## config.mk

```make
export PLATFORM = sky130hd
export DESIGN_NAME = serial_io_expander_shifter_top
export DESIGN_NICKNAME = d
export VERILOG_FILES = /design/src/hdl/ioe_pkg.sv /design/src/hdl/serial_io_expander_shifter_top.sv /design/src/hdl/ioe_cfg_regs.sv /design/src/hdl/ioe_in_reg.sv /design/src/hdl/ioe_seq.sv
export SDC_FILE = /design/constraint.sdc
export NUM_CORES = 1
export LEC_CHECK = 0
export BUFFER_PORTS_ARGS = -buffer_cell sky130_fd_sc_hd__buf_2
export CAP_MARGIN = 20
export CELL_PAD_IN_SITES_DETAIL_PLACEMENT = 1
export CELL_PAD_IN_SITES_GLOBAL_PLACEMENT = 2
export CORE_ASPECT_RATIO = 0.5
export CORE_MARGIN = 8
export CORE_UTILIZATION = 41
export CTS_CLUSTER_DIAMETER = 80
export DETAILED_ROUTE_END_ITERATION = 16
export GPL_TIMING_DRIVEN = 0
export HOLD_SLACK_MARGIN = 0.06
export PLACE_DENSITY = 0.82
export SYNTH_ARGS = -nofsm -noshare
export SYNTH_HDL_FRONTEND = slang
export SYNTH_SLANG_ARGS = --single-unit
export TNS_END_PERCENT = 50
```

## constraint.sdc

```tcl
create_clock -name clk -period 6.8 [get_ports clk]
set_clock_uncertainty 0.2 [all_clocks]
set_input_delay 0.34 -clock clk [delete_from_list [all_inputs] [get_ports clk]]
set_output_delay 0.34 -clock clk [all_outputs]
set_load 0.01 [all_outputs]
```

## src/hdl/ioe_pkg.sv

```systemverilog
// ----------------------------------------------------------------------------
// ioe_pkg: shared types and constants of the serial I/O expander shifter
// Transaction payloads, configuration record, register indexes and helpers.
// ----------------------------------------------------------------------------
package ioe_pkg;

  // Chain limits and word sizes
  localparam int MAX_BYTES   = 7;
  localparam int WORD_W      = MAX_BYTES * 8;
  localparam int BYTE_IDX_W  = 3;
  localparam int WAIT_W      = 8;
  localparam int CFG_IDX_W   = 2;
  localparam int CFG_DATA_W  = 8;

  // Configuration register indexes
  localparam logic [CFG_IDX_W-1:0] CFG_OUT_BYTES   = 2'd0;
  localparam logic [CFG_IDX_W-1:0] CFG_IN_BYTES    = 2'd1;
  localparam logic [CFG_IDX_W-1:0] CFG_DELAY_TICKS = 2'd2;
  localparam logic [CFG_IDX_W-1:0] CFG_LOAD_TICKS  = 2'd3;

  // Register reset values
  localparam logic [BYTE_IDX_W-1:0] OUT_BYTES_RST   = 3'd1;
  localparam logic [BYTE_IDX_W-1:0] IN_BYTES_RST    = 3'd0;
  localparam logic [WAIT_W-1:0]     DELAY_TICKS_RST = 8'd0;
  localparam logic [WAIT_W-1:0]     LOAD_TICKS_RST  = 8'd5;

  typedef struct packed {
    logic [BYTE_IDX_W-1:0] out_bytes;
    logic [BYTE_IDX_W-1:0] in_bytes;
    logic [WAIT_W-1:0]     delay_ticks;
    logic [WAIT_W-1:0]     load_ticks;
  } cfg_t;

  typedef struct packed {
    logic              start_req;
    logic [WORD_W-1:0] out_pins;
    logic              serial_in;
  } item_t;

  typedef struct packed {
    logic              shift_clk;
    logic              serial_out;
    logic              latch;
    logic              load;
    logic              busy_res;
    logic              in_valid;
    logic [WORD_W-1:0] in_pins;
  } res_t;

  // Saturate a byte count to the chain length
  function automatic logic [BYTE_IDX_W-1:0] clamp_bytes(input logic [BYTE_IDX_W-1:0] n);
    return (n > BYTE_IDX_W'(MAX_BYTES)) ? BYTE_IDX_W'(MAX_BYTES) : n;
  endfunction

  // Mask covering the lowest n bytes of a pin word
  function automatic logic [WORD_W-1:0] byte_mask(input logic [BYTE_IDX_W-1:0] n);
    logic [WORD_W-1:0] m;
    m = '0;
    for (int k = 0; k < MAX_BYTES; k++) begin
      if (BYTE_IDX_W'(k) < clamp_bytes(n)) begin
        m[8*k +: 8] = 8'hFF;
      end
    end
    return m;
  endfunction

endpackage

```

## src/hdl/serial_io_expander_shifter_top.sv

```systemverilog
// ----------------------------------------------------------------------------
// serial_io_expander_shifter_top: serial I/O expander shifter
// Tick-driven waveform generator for chained serial output and input expanders.
// ----------------------------------------------------------------------------
// Usage:
//   Each input transaction (in_valid/in_stall) is one timing tick carrying
//   start_req, the output pin word and the serial input level. Each tick
//   yields exactly one output transaction (out_valid/out_stall) with the pin
//   levels after that tick, busy state, a one-tick in_valid pulse when a
//   refresh finishes and the last sampled input pin word.
//   The cfg_ port writes chain lengths and delays; write only while idle.
//   Path: an accepted tick goes through the input register, then the result
//   register fed by the sequencer's next-state logic, which drives out_valid.
//   Throughput: one tick per cycle unless out_stall holds the result register.
//   A stalled output holds its transaction; the input register keeps one
//   tick, after which in_stall rises until the output drains.
//   Reset (synchronous, rst_n low) empties both registers, holds in_stall
//   high, restores the register defaults and leaves clock, latch and load
//   high, data low.
// ----------------------------------------------------------------------------
module serial_io_expander_shifter_top (
  input  logic                          clk,
  input  logic                          rst_n,
  // configuration
  input  logic                          cfg_we,
  input  logic [ioe_pkg::CFG_IDX_W-1:0]  cfg_index,
  input  logic [ioe_pkg::CFG_DATA_W-1:0] cfg_data,
  // tick input channel
  input  logic                          in_valid,
  output logic                          in_stall,
  input  logic                          in_start_req,
  input  logic [ioe_pkg::WORD_W-1:0]     in_out_pins,
  input  logic                          in_serial_in,
  // result channel
  output logic                          out_valid,
  input  logic                          out_stall,
  output logic                          out_shift_clk,
  output logic                          out_serial_out,
  output logic                          out_latch,
  output logic                          out_load,
  output logic                          out_busy_res,
  output logic                          out_in_valid,
  output logic [ioe_pkg::WORD_W-1:0]     out_in_pins
);
  import ioe_pkg::*;

  cfg_t  cfg;
  item_t in_item;
  item_t s1_item;
  res_t  res;
  res_t  out_res_r;
  logic  s1_valid;
  logic  adv;
  logic  out_valid_r;

  assign in_item.start_req = in_start_req;
  assign in_item.out_pins  = in_out_pins;
  assign in_item.serial_in = in_serial_in;

  // Move a tick forward when the result register is free
  assign adv = s1_valid && (!out_valid_r || !out_stall);

  ioe_cfg_regs u_cfg (
    .clk       (clk),
    .rst_n     (rst_n),
    .cfg_we    (cfg_we),
    .cfg_index (cfg_index),
    .cfg_data  (cfg_data),
    .cfg       (cfg)
  );

  ioe_in_reg u_in (
    .clk      (clk),
    .rst_n    (rst_n),
    .in_valid (in_valid),
    .in_stall (in_stall),
    .in_item  (in_item),
    .adv      (adv),
    .s1_valid (s1_valid),
    .s1_item  (s1_item)
  );

  ioe_seq u_seq (
    .clk   (clk),
    .rst_n (rst_n),
    .step  (adv),
    .item  (s1_item),
    .cfg   (cfg),
    .res   (res)
  );

  // Result register
  always_ff @(posedge clk) begin
    if (!rst_n) begin
      out_valid_r <= 1'b0;
    end else if (adv) begin
      out_valid_r <= 1'b1;
    end else if (!out_stall) begin
      out_valid_r <= 1'b0;
    end
  end

  always_ff @(posedge clk) begin
    if (adv) begin
      out_res_r <= res;
    end
  end

  assign out_valid      = out_valid_r;
  assign out_shift_clk  = out_res_r.shift_clk;
  assign out_serial_out = out_res_r.serial_out;
  assign out_latch      = out_res_r.latch;
  assign out_load       = out_res_r.load;
  assign out_busy_res   = out_res_r.busy_res;
  assign out_in_valid   = out_res_r.in_valid;
  assign out_in_pins    = out_res_r.in_pins;

`ifndef SYNTH
  // Finishing tick releases latch and clock and clears busy
  a_finish_pins: assert property (@(posedge clk) disable iff (!rst_n)
    (out_valid_r && out_res_r.in_valid) |->
      (out_res_r.latch && out_res_r.shift_clk && !out_res_r.busy_res))
    else $error("top: bad pin levels on finishing tick");

  // Load line only goes low inside a refresh
  a_load_busy: assert property (@(posedge clk) disable iff (!rst_n)
    (out_valid_r && !out_res_r.load) |-> out_res_r.busy_res)
    else $error("top: load low while not busy");
`endif

endmodule

```

## src/hdl/ioe_cfg_regs.sv

```systemverilog
// ----------------------------------------------------------------------------
// ioe_cfg_regs: configuration registers
// Plain write port into the four chain and timing registers.
// ----------------------------------------------------------------------------
module ioe_cfg_regs (
  input  logic                          clk,
  input  logic                          rst_n,
  input  logic                          cfg_we,
  input  logic [ioe_pkg::CFG_IDX_W-1:0]  cfg_index,
  input  logic [ioe_pkg::CFG_DATA_W-1:0] cfg_data,
  output ioe_pkg::cfg_t                 cfg
);
  import ioe_pkg::*;

  cfg_t cfg_r;

  // Register writes, reset to the documented defaults
  always_ff @(posedge clk) begin
    if (!rst_n) begin
      cfg_r.out_bytes   <= OUT_BYTES_RST;
      cfg_r.in_bytes    <= IN_BYTES_RST;
      cfg_r.delay_ticks <= DELAY_TICKS_RST;
      cfg_r.load_ticks  <= LOAD_TICKS_RST;
    end else if (cfg_we) begin
      case (cfg_index)
        CFG_OUT_BYTES:   cfg_r.out_bytes   <= cfg_data[BYTE_IDX_W-1:0];
        CFG_IN_BYTES:    cfg_r.in_bytes    <= cfg_data[BYTE_IDX_W-1:0];
        CFG_DELAY_TICKS: cfg_r.delay_ticks <= cfg_data[WAIT_W-1:0];
        CFG_LOAD_TICKS:  cfg_r.load_ticks  <= cfg_data[WAIT_W-1:0];
        default: ;
      endcase
    end
  end

  assign cfg = cfg_r;

endmodule

```

## src/hdl/ioe_in_reg.sv

```systemverilog
// ----------------------------------------------------------------------------
// ioe_in_reg: input register
// Holds one tick transaction until the sequencer consumes it.
// ----------------------------------------------------------------------------
module ioe_in_reg (
  input  logic           clk,
  input  logic           rst_n,
  input  logic           in_valid,
  output logic           in_stall,
  input  ioe_pkg::item_t in_item,
  input  logic           adv,
  output logic           s1_valid,
  output ioe_pkg::item_t s1_item
);
  import ioe_pkg::*;

  logic  s1_valid_r;
  item_t s1_item_r;

  // Free when empty or being drained this cycle; held off during reset
  assign in_stall = !rst_n || (s1_valid_r && !adv);

  always_ff @(posedge clk) begin
    if (!rst_n) begin
      s1_valid_r <= 1'b0;
    end else if (!in_stall) begin
      s1_valid_r <= in_valid;
    end
  end

  always_ff @(posedge clk) begin
    if (in_valid && !in_stall) begin
      s1_item_r <= in_item;
    end
  end

  assign s1_valid = s1_valid_r;
  assign s1_item  = s1_item_r;

endmodule

```

## src/hdl/ioe_seq.sv

```systemverilog
// ----------------------------------------------------------------------------
// ioe_seq: refresh sequencer
// Advances the expander waveform by one tick per consumed transaction.
// ----------------------------------------------------------------------------
module ioe_seq (
  input  logic           clk,
  input  logic           rst_n,
  input  logic           step,
  input  ioe_pkg::item_t item,
  input  ioe_pkg::cfg_t  cfg,
  output ioe_pkg::res_t  res
);
  import ioe_pkg::*;

  localparam logic [2:0] PH_IDLE = 3'd0;
  localparam logic [2:0] PH_LOAD = 3'd1;
  localparam logic [2:0] PH_PRE  = 3'd2;
  localparam logic [2:0] PH_HIGH = 3'd3;
  localparam logic [2:0] PH_END  = 3'd4;

  localparam logic [2:0] BIT_LAST = 3'd7;

  logic [2:0]            phase_r,    phase_nxt;
  logic [WORD_W-1:0]     out_word_r, out_word_nxt;
  logic [WORD_W-1:0]     in_word_r,  in_word_nxt;
  logic [WORD_W-1:0]     last_in_r,  last_in_nxt;
  logic [BYTE_IDX_W-1:0] byte_r,     byte_nxt;
  logic [2:0]            bit_r,      bit_nxt;
  logic [WAIT_W-1:0]     wait_r,     wait_nxt;
  logic                  clk_r,      clk_nxt;
  logic                  data_r,     data_nxt;
  logic                  latch_r,    latch_nxt;
  logic                  load_r,     load_nxt;
  logic                  done;

  logic [BYTE_IDX_W-1:0] ob, ib, nb;
  logic [5:0]            pos;

  assign ob  = clamp_bytes(cfg.out_bytes);
  assign ib  = clamp_bytes(cfg.in_bytes);
  assign nb  = (ob > ib) ? ob : ib;
  assign pos = {byte_r, bit_r};

  // Next state for one tick
  always_comb begin
    phase_nxt    = phase_r;
    out_word_nxt = out_word_r;
    in_word_nxt  = in_word_r;
    last_in_nxt  = last_in_r;
    byte_nxt     = byte_r;
    bit_nxt      = bit_r;
    wait_nxt     = wait_r;
    clk_nxt      = clk_r;
    data_nxt     = data_r;
    latch_nxt    = latch_r;
    load_nxt     = load_r;
    done         = 1'b0;
    case (phase_r)
      PH_IDLE: begin
        if (item.start_req) begin
          out_word_nxt = item.out_pins & byte_mask(ob);
          in_word_nxt  = '0;
          byte_nxt     = (nb != '0) ? nb - 1'b1 : '0;
          bit_nxt      = BIT_LAST;
          if (ib != '0) begin
            load_nxt  = 1'b0;
            wait_nxt  = cfg.load_ticks;
            phase_nxt = PH_LOAD;
          end else begin
            latch_nxt = 1'b0;
            wait_nxt  = cfg.delay_ticks;
            phase_nxt = (nb != '0) ? PH_PRE : PH_END;
          end
        end
      end
      PH_LOAD: begin
        if (wait_r != '0) begin
          wait_nxt = wait_r - 1'b1;
        end else begin
          load_nxt  = 1'b1;
          latch_nxt = 1'b0;
          wait_nxt  = cfg.delay_ticks;
          phase_nxt = PH_PRE;
        end
      end
      PH_PRE: begin
        if (wait_r != '0) begin
          wait_nxt = wait_r - 1'b1;
        end else begin
          // clock low: drive data and sample the input chain
          clk_nxt = 1'b0;
          if (ob != '0) begin
            data_nxt = out_word_r[pos];
          end
          if (ib != '0) begin
            in_word_nxt[pos] = item.serial_in;
          end
          phase_nxt = PH_HIGH;
        end
      end
      PH_HIGH: begin
        clk_nxt  = 1'b1;
        wait_nxt = cfg.delay_ticks;
        if (bit_r != '0) begin
          bit_nxt   = bit_r - 1'b1;
          phase_nxt = PH_PRE;
        end else if (byte_r != '0) begin
          byte_nxt  = byte_r - 1'b1;
          bit_nxt   = BIT_LAST;
          phase_nxt = PH_PRE;
        end else begin
          phase_nxt = PH_END;
        end
      end
      PH_END: begin
        if (wait_r != '0) begin
          wait_nxt = wait_r - 1'b1;
        end else begin
          last_in_nxt = in_word_r & byte_mask(ib);
          latch_nxt   = 1'b1;
          clk_nxt     = 1'b1;
          done        = 1'b1;
          phase_nxt   = PH_IDLE;
        end
      end
      default: begin
        phase_nxt = PH_IDLE;
      end
    endcase
  end

  // State update on each consumed tick
  always_ff @(posedge clk) begin
    if (!rst_n) begin
      phase_r    <= PH_IDLE;
      out_word_r <= '0;
      in_word_r  <= '0;
      last_in_r  <= '0;
      byte_r     <= '0;
      bit_r      <= '0;
      wait_r     <= '0;
      clk_r      <= 1'b1;
      data_r     <= 1'b0;
      latch_r    <= 1'b1;
      load_r     <= 1'b1;
    end else if (step) begin
      phase_r    <= phase_nxt;
      out_word_r <= out_word_nxt;
      in_word_r  <= in_word_nxt;
      last_in_r  <= last_in_nxt;
      byte_r     <= byte_nxt;
      bit_r      <= bit_nxt;
      wait_r     <= wait_nxt;
      clk_r      <= clk_nxt;
      data_r     <= data_nxt;
      latch_r    <= latch_nxt;
      load_r     <= load_nxt;
    end
  end

  // Result of this tick: pin levels after the update
  always_comb begin
    res.shift_clk  = clk_nxt;
    res.serial_out = data_nxt;
    res.latch      = latch_nxt;
    res.load       = load_nxt;
    res.busy_res   = (phase_nxt != PH_IDLE);
    res.in_valid   = done;
    res.in_pins    = last_in_nxt;
  end

`ifndef SYNTH
  // Idle always leaves clock, latch and load released
  a_idle_pins: assert property (@(posedge clk) disable iff (!rst_n)
    (phase_r == PH_IDLE) |-> (clk_r && latch_r && load_r))
    else $error("ioe_seq: pins not released while idle");

  // The high phase always follows a clock low edge
  a_high_clk_low: assert property (@(posedge clk) disable iff (!rst_n)
    (phase_r == PH_HIGH) |-> !clk_r)
    else $error("ioe_seq: clock not low entering high phase");

  // Latch is held low throughout the shifting phases
  a_shift_latch: assert property (@(posedge clk) disable iff (!rst_n)
    (phase_r == PH_PRE || phase_r == PH_HIGH || phase_r == PH_END) |-> !latch_r)
    else $error("ioe_seq: latch high during shifting");
`endif

endmodule
```

* After elaboration in Yosys (flattened, before gate mapping)
Cells that the tools add are included.
Cells by class: equality and inequality tests 15, bitwise gates (word level) 2, add/subtract/negate cells 4, mux-type cells 99, reduce and logical (&&, ||, !) cells 33, magnitude comparators 21
Operators with widths (number):
- 8-bit 2-to-1 mux | 46
- 56-bit 2-to-1 mux | 5
- 56-bit bitwise AND | 2
- 56-bit case mux with 2 select lines | 1
- 3-bit 2-to-1 mux | 20
- 56-bit bitwise mux | 1
- 8-bit case mux with 4 select lines | 1
- 3-bit less-than comparator, first input constant | 6
- 3-bit nonzero test | 6
- 1-bit 2-to-1 mux | 17
- 3-bit case mux with 5 select lines | 1
- 3-bit > comparator, second input constant | 4
- 1-bit by 3-bit less-than comparator with 1-bit output, first input constant | 4
- 2-bit by 3-bit less-than comparator with 1-bit output, first input constant | 4
- 3-bit case mux with 2 select lines | 2
- 5-bit AND reduction | 2
- 3-bit by 1-bit subtractor with 3-bit output, second input constant | 3
- 2-bit by 1-bit != test with 1-bit output, second input constant | 4
- 2-bit AND reduction | 4
- 4-bit AND reduction | 2
- 8-bit nonzero test | 1
- 8-bit by 1-bit subtractor with 8-bit output, second input constant | 1
- 6-bit by 7-bit less-than comparator with 1-bit output, second input constant | 1
- 1-bit binary-select mux with 6-bit select | 1
- other kinds (21) | 35
Storage, ports and cells: word-level logic and storage cells 201, input bits 73, output and inout port bits 64, bits in registers 333

* Logic depth before layout (Yosys ltp)
depth after elaboration 11, depth in mapped cells 12, gate-level depth less buffers 11

* Cells and area by module
From an unflattened synthesis, not the netlist that was laid out.
Second synthesis, totals: cell total of the unflattened synthesis 1557, area total of the unflattened synthesis 14173.6 µm²
Modules (own cells, without submodules):
- ioe_seq | sequential area each 3783.6 µm², instances 1, cells an instance 1341, area an instance 9606.7 µm²
- serial_io_expander_shifter_top | sequential area each 1881.8 µm², instances 1, cells an instance 66, area an instance 1900.6 µm²
- ioe_in_reg | sequential area each 1761.7 µm², instances 1, cells an instance 64, area an instance 1796.7 µm²
- ioe_cfg_regs | sequential area each 440.4 µm², instances 1, cells an instance 86, area an instance 869.6 µm²

* Worst setup path before layout
No wires, ideal clock.
path kind input -> register, start point input rst_n, end point register u_in.s1_item_r, in the netlist u_in.s1_item[0], enable pin, data required time 6.126 ns, library setup time 0.474 ns, buffers on the path 3, stages on the path 5, setup slack 2.276 ns, arrival time 3.850 ns, cell sequence clkbuf_1 clkbuf_1 clkbuf_1 nand2_1 nor2_1
Between the ends: word-level cells in the longest chain between the ends 4
RTL lines:
- from (decl) | line serial_io_expander_shifter_top.sv:23 | input logic rst_n,
- 1-bit logical NOT
- 1-bit logical OR | line ioe_in_reg.sv:21 | assign in_stall = !rst_n || (s1_valid_r && !adv);
- via in_stall | line serial_io_expander_shifter_top.sv:30 | output logic in_stall,
- 1-bit logical NOT
- 1-bit logical AND | line ioe_in_reg.sv:32 | if (in_valid && !in_stall) begin
- to (signal assigned) | line ioe_in_reg.sv:33 | s1_item_r <= in_item;
- to (decl) | line ioe_in_reg.sv:18 | item_t s1_item_r;
The timed path passes the listed nets, and every way through them passes these cells. A chain may end at the register's enable or synchronous reset.

==> reports/qor.txt <==
CLOCK NETWORK
--------------------------------------------------------------------------------------
Resize count post-CTS                                                                0
Clock slew at the register clock pins of the worst setup and hold paths        0.06 ns
Buffer cell driving the clock tree root                                   sky130_fd_sc_hd__clkbuf_16
Worst-skew pair later-pin latency                                              0.53 ns
Number of buffers created by CTS                                                    34
H-tree depth                                                                         2
Maximum buffer depth of the clock tree                                               3
TritonCTS clock tree                                                               yes
TritonCTS sink count                                                               333

SYNTHESIS
--------------------------------------------------------------------------------------
Register bit total from synthesis                                                  333
Most used DFF post-synth                                                  sky130_fd_sc_hd__dfxtp_1
Ys async rst share                                                                  0%
Post-synth EDFFs                                                                   120
Compound-gate portion of the synthesized area                                    19.3%
Post-Synth Simple-Gate Area                                                      18.9%
Syn_area_per_cell                                                            9.61 um^2
Largest family of logic cells by synthesized area                         compound AO/OA/AOI/OAI gates
Area of the mapped netlist                                                  14700 um^2
Most frequent cell after synthesis                                        sky130_fd_sc_hd__nand2_1
Portion of netlist area occupied by mux cells                                    2.89%
Cells taking the most area after synthesis                                sky130_fd_sc_hd__dfxtp_1 (29%), sky130_fd_sc_hd__edfxtp_1 (25%), sky130_fd_sc_hd__nand2_1 (7.6%)
Post-synthesis sequential area ratio                                             53.5%
Synthesized Nets                                                                  1614
Netlist cell types                                                                  71
Synthesized instance count                                                        1530
Total of warnings raised by yosys                                                    0
Adder-cell share of the synthesized area                                        0.936%
Most instantiated cells after synthesis                                   sky130_fd_sc_hd__nand2_1 (296), sky130_fd_sc_hd__dfxtp_1 (213), sky130_fd_sc_hd__nand3_1 (171)
Xor and xnor area share after synthesis                                         0.358%
Cell taking the most area after synthesis                                 sky130_fd_sc_hd__dfxtp_1
Synth top area share                                                             29.0%

FLOORPLAN
--------------------------------------------------------------------------------------
Effective utilization at floorplan                                               41.3%
Height of the die                                                               150 um
IO Pins                                                                            137
Placeable core region                                                       35600 um^2
Die area                                                                    42500 um^2
Std cell rows                                                                       49
Width of the die                                                                284 um

SETUP PATH
--------------------------------------------------------------------------------------
Slowest cell on the critical path                                         sky130_fd_sc_hd__clkbuf_1
Worst reg2reg endpoint                                                    out_busy_res
Sort of element at the end of the critical path                                   flop
Worst R2R Path Depth                                                                11
Beginning of the worst register-to-register path                          u_cfg.cfg[18]
Delay of the slowest critical-path stage                                       0.62 ns
Register-to-register setup slack                                               2.48 ns
Biggest fanout along the worst timing path                                          10
Worst Path Class, Setup                                                   flop to flop
Data arrival time of the critical path                                         4.39 ns
Nature of the critical path startpoint                                            flop
Cell-by-cell trace of the critical path                                   clkbuf_1 > inv_1 > ha_1 > o21ai_0 > a32oi_1 > mux2i_1 > inv_1 > ha_1 > and3_1 > a311o_1 > or3_1
Endpoint required time on the critical path                                    6.87 ns

FLOW RUN
--------------------------------------------------------------------------------------
Max-cap violations                                                                   0

CELLS AND AREA
--------------------------------------------------------------------------------------
Post-route non-filler standard cell count                                         2287
Final design area excluding fillers                                         17900 um^2
Number of inserted diodes                                                            0
Filler cells                                                                      4035
Layout cell share with drive strength beyond 1                                   16.4%
Syn-to-layout area delta                                                         21.5%
Final #Nets                                                                       1862

PLACED DESIGN
--------------------------------------------------------------------------------------
Weighted congestion reported at the end of routability-driven placement          0.851
Cell Area, Placed                                                           16100 um^2
Setup slack at placement                                                       2.64 ns
DPL Wire Length                                                                34.2 mm
Placed insts                                                                      2158
PortBufs                                                                           135

GLOBAL ROUTE
--------------------------------------------------------------------------------------
Global router's overall resource usage                                           22.4%
Vias in the first global route                                                   13300
Global-route congestion overflow total                                               0
Largest net degree at the start of global routing                                   43
Antenna violations before repair                                                     1
Wire length of the first global-routing pass                                   76.6 mm

DRT
--------------------------------------------------------------------------------------
Number of vias per cell after detailed routing                                    5.54
Vias                                                                             12700
First DRT Iteration DRCs                                                           785
Wirelength per Cell                                                            21.3 um
DRC viols                                                                            0
Number of iterations in the first detailed-routing pass                              5
Post-route antenna net violation count                                               0
Post-detailed-routing wire length                                              48.8 mm

STA
--------------------------------------------------------------------------------------
Number of hold violations in the final report                                        0
Slew Limit Fails                                                                     0
Unrepaired setup endpoints after global routing                                  false
Setup Viol. Count Final                                                              0
Actual slew at the worst max-slew pin                                          1.12 ns
Final period utilization                                                         63.5%
Shortest period the worst path allows                                          4.32 ns
Setup slack after layout                                                       2.48 ns
Final sum of negative setup slack                                                 0 ns
Max-slew headroom at the worst pin                                               25.4%
Maximum clock rate                                                             232 MHz

POWER
--------------------------------------------------------------------------------------
Worst vdd rail ir drop                                                          183 uV
Pwr/cell area                                                              250 nW/um^2
Leakage power summed over all cells                                            6.56 nW

OUTCOME
--------------------------------------------------------------------------------------
Outcome                                                                   finished clean

MIN PATH
--------------------------------------------------------------------------------------
Hold Path Class                                                           input pin to flop
Endpoint of the worst hold-timing path                                    u_cfg.cfg[19]
Number of cells traversed by the worst hold path                                     3
Worst min-delay path startpoint                                           cfg_index[0]

==> cells in the final DEF, fill, tap and decap left out, drive strengths merged, types with 5 or more instances in the layout <==
master	instances
o22ai	5
o21ai	88
and3	12
buf	183
nor3b	6
nand2b	7
dlygate4sd3	68
a21boi	125
o211ai	59
ha	11
nor2	32
a22oi	7
dfxtp	213
inv	21
nor3	16
edfxtp	120
clkbuf	131
nor2b	24
clkinv	11
nand2	296
nand4	9
and2	6
mux2	5
nand3	171
a21oi	75
mux2i	30
a31oi	6
==> registers in the layout, indices dropped and copies added (netlist names), 3 cells and up <==
signal,count
u_seq.out_word_r,56
u_cfg.cfg,22
u_seq.phase_r,3
u_seq.wait_r,8
u_seq.in_word_r,56
u_seq.bit_r,3
u_seq.last_in_r,56
out_in_pins,56
u_seq.byte_r,3
u_in.s1_item,58
==> logic make-up (layout without fill, tap and decap cells) <==
logic type      count (synthesis)  count (layout)
mux                            38              38
simple gates                  600             600
compound gates                400             400
fa+ha+maj                      11              11
buf+inv                       142             415
xor+xnor                        6               6
flops                         333             333
==> layer usage <==
layer  track usage, %  vias to the layer above  wire, um
li1                 -                     5968         -
met1             31.0                     6294     22900
met2             36.9                      340     22500
met3             3.80                       58      2620
met4             4.53                        0       688
met5                0                        -         0
==> final cells by class <==
type	instances	area, um^2	share of cell area (%)
well taps	484	606	3.39
clock inverters	13	101	0.568
clock buffers	48	975	5.46
flip-flops and latches	333	7870	44.1
plain buffers	122	534	2.99
inverters	20	75.1	0.421
repair buffers	212	1440	8.08
multi-input cells	1055	6250	35.0
==> worst max-delay path: cells and delay by family, from the launching register on <==
| family | cells | cell delay (ns) |
|---|---|---|
| buf+inv | 3 | 1.08 |
| simple gates | 2 | 0.50 |
| compound gates | 3 | 0.90 |
| mux | 1 | 0.37 |
| fa+ha+maj | 2 | 0.63 |
| flops | 1 | 0.36 |
==> what timing repair did <==
action,CTS,global route
setup buffers,0,0
hold buffers,68,0
setup endpoints to repair,0,0
hold endpoints to repair,82,0
==> how the worst max path moves through the flow <==
stage | from | cells after the start | end | slack, ns
CTS | u_cfg.cfg[18] | 11 | out_busy_res | 2.59
global route | u_cfg.cfg[18] | 11 | out_busy_res | 2.27
finish | u_cfg.cfg[18] | 11 | out_busy_res | 2.48
floorplan | rst_n | 5 | u_in.s1_item[0] | 2.28
detailed placement | u_cfg.cfg[18] | 11 | out_busy_res | 2.64
global placement | rst_n | 5 | u_in.s1_item[5] | 0.81
==> through the flow <==
stage	util [%]	hold WS (ns)	total power, mW
after CTS	50.1	0.0614	4.49
final	50.1	0.0839	4.46
after detailed placement	45.2	0.248	2.59
after floorplan	-	0.227	2.43
after global placement	44.9	0.236	2.57
after global routing	50.1	0.150	4.62
==> power by group <==
group	internal [mW]	switching, mW	leakage, nW	total [mW]
Clock	1.05	0.827	0.536	1.87
Combinational	0.156	0.300	3.16	0.456
Sequential	2.11	0.0228	2.86	2.13
Total	3.31	1.15	6.56	4.46
Power figures use the tool's default switching activity.
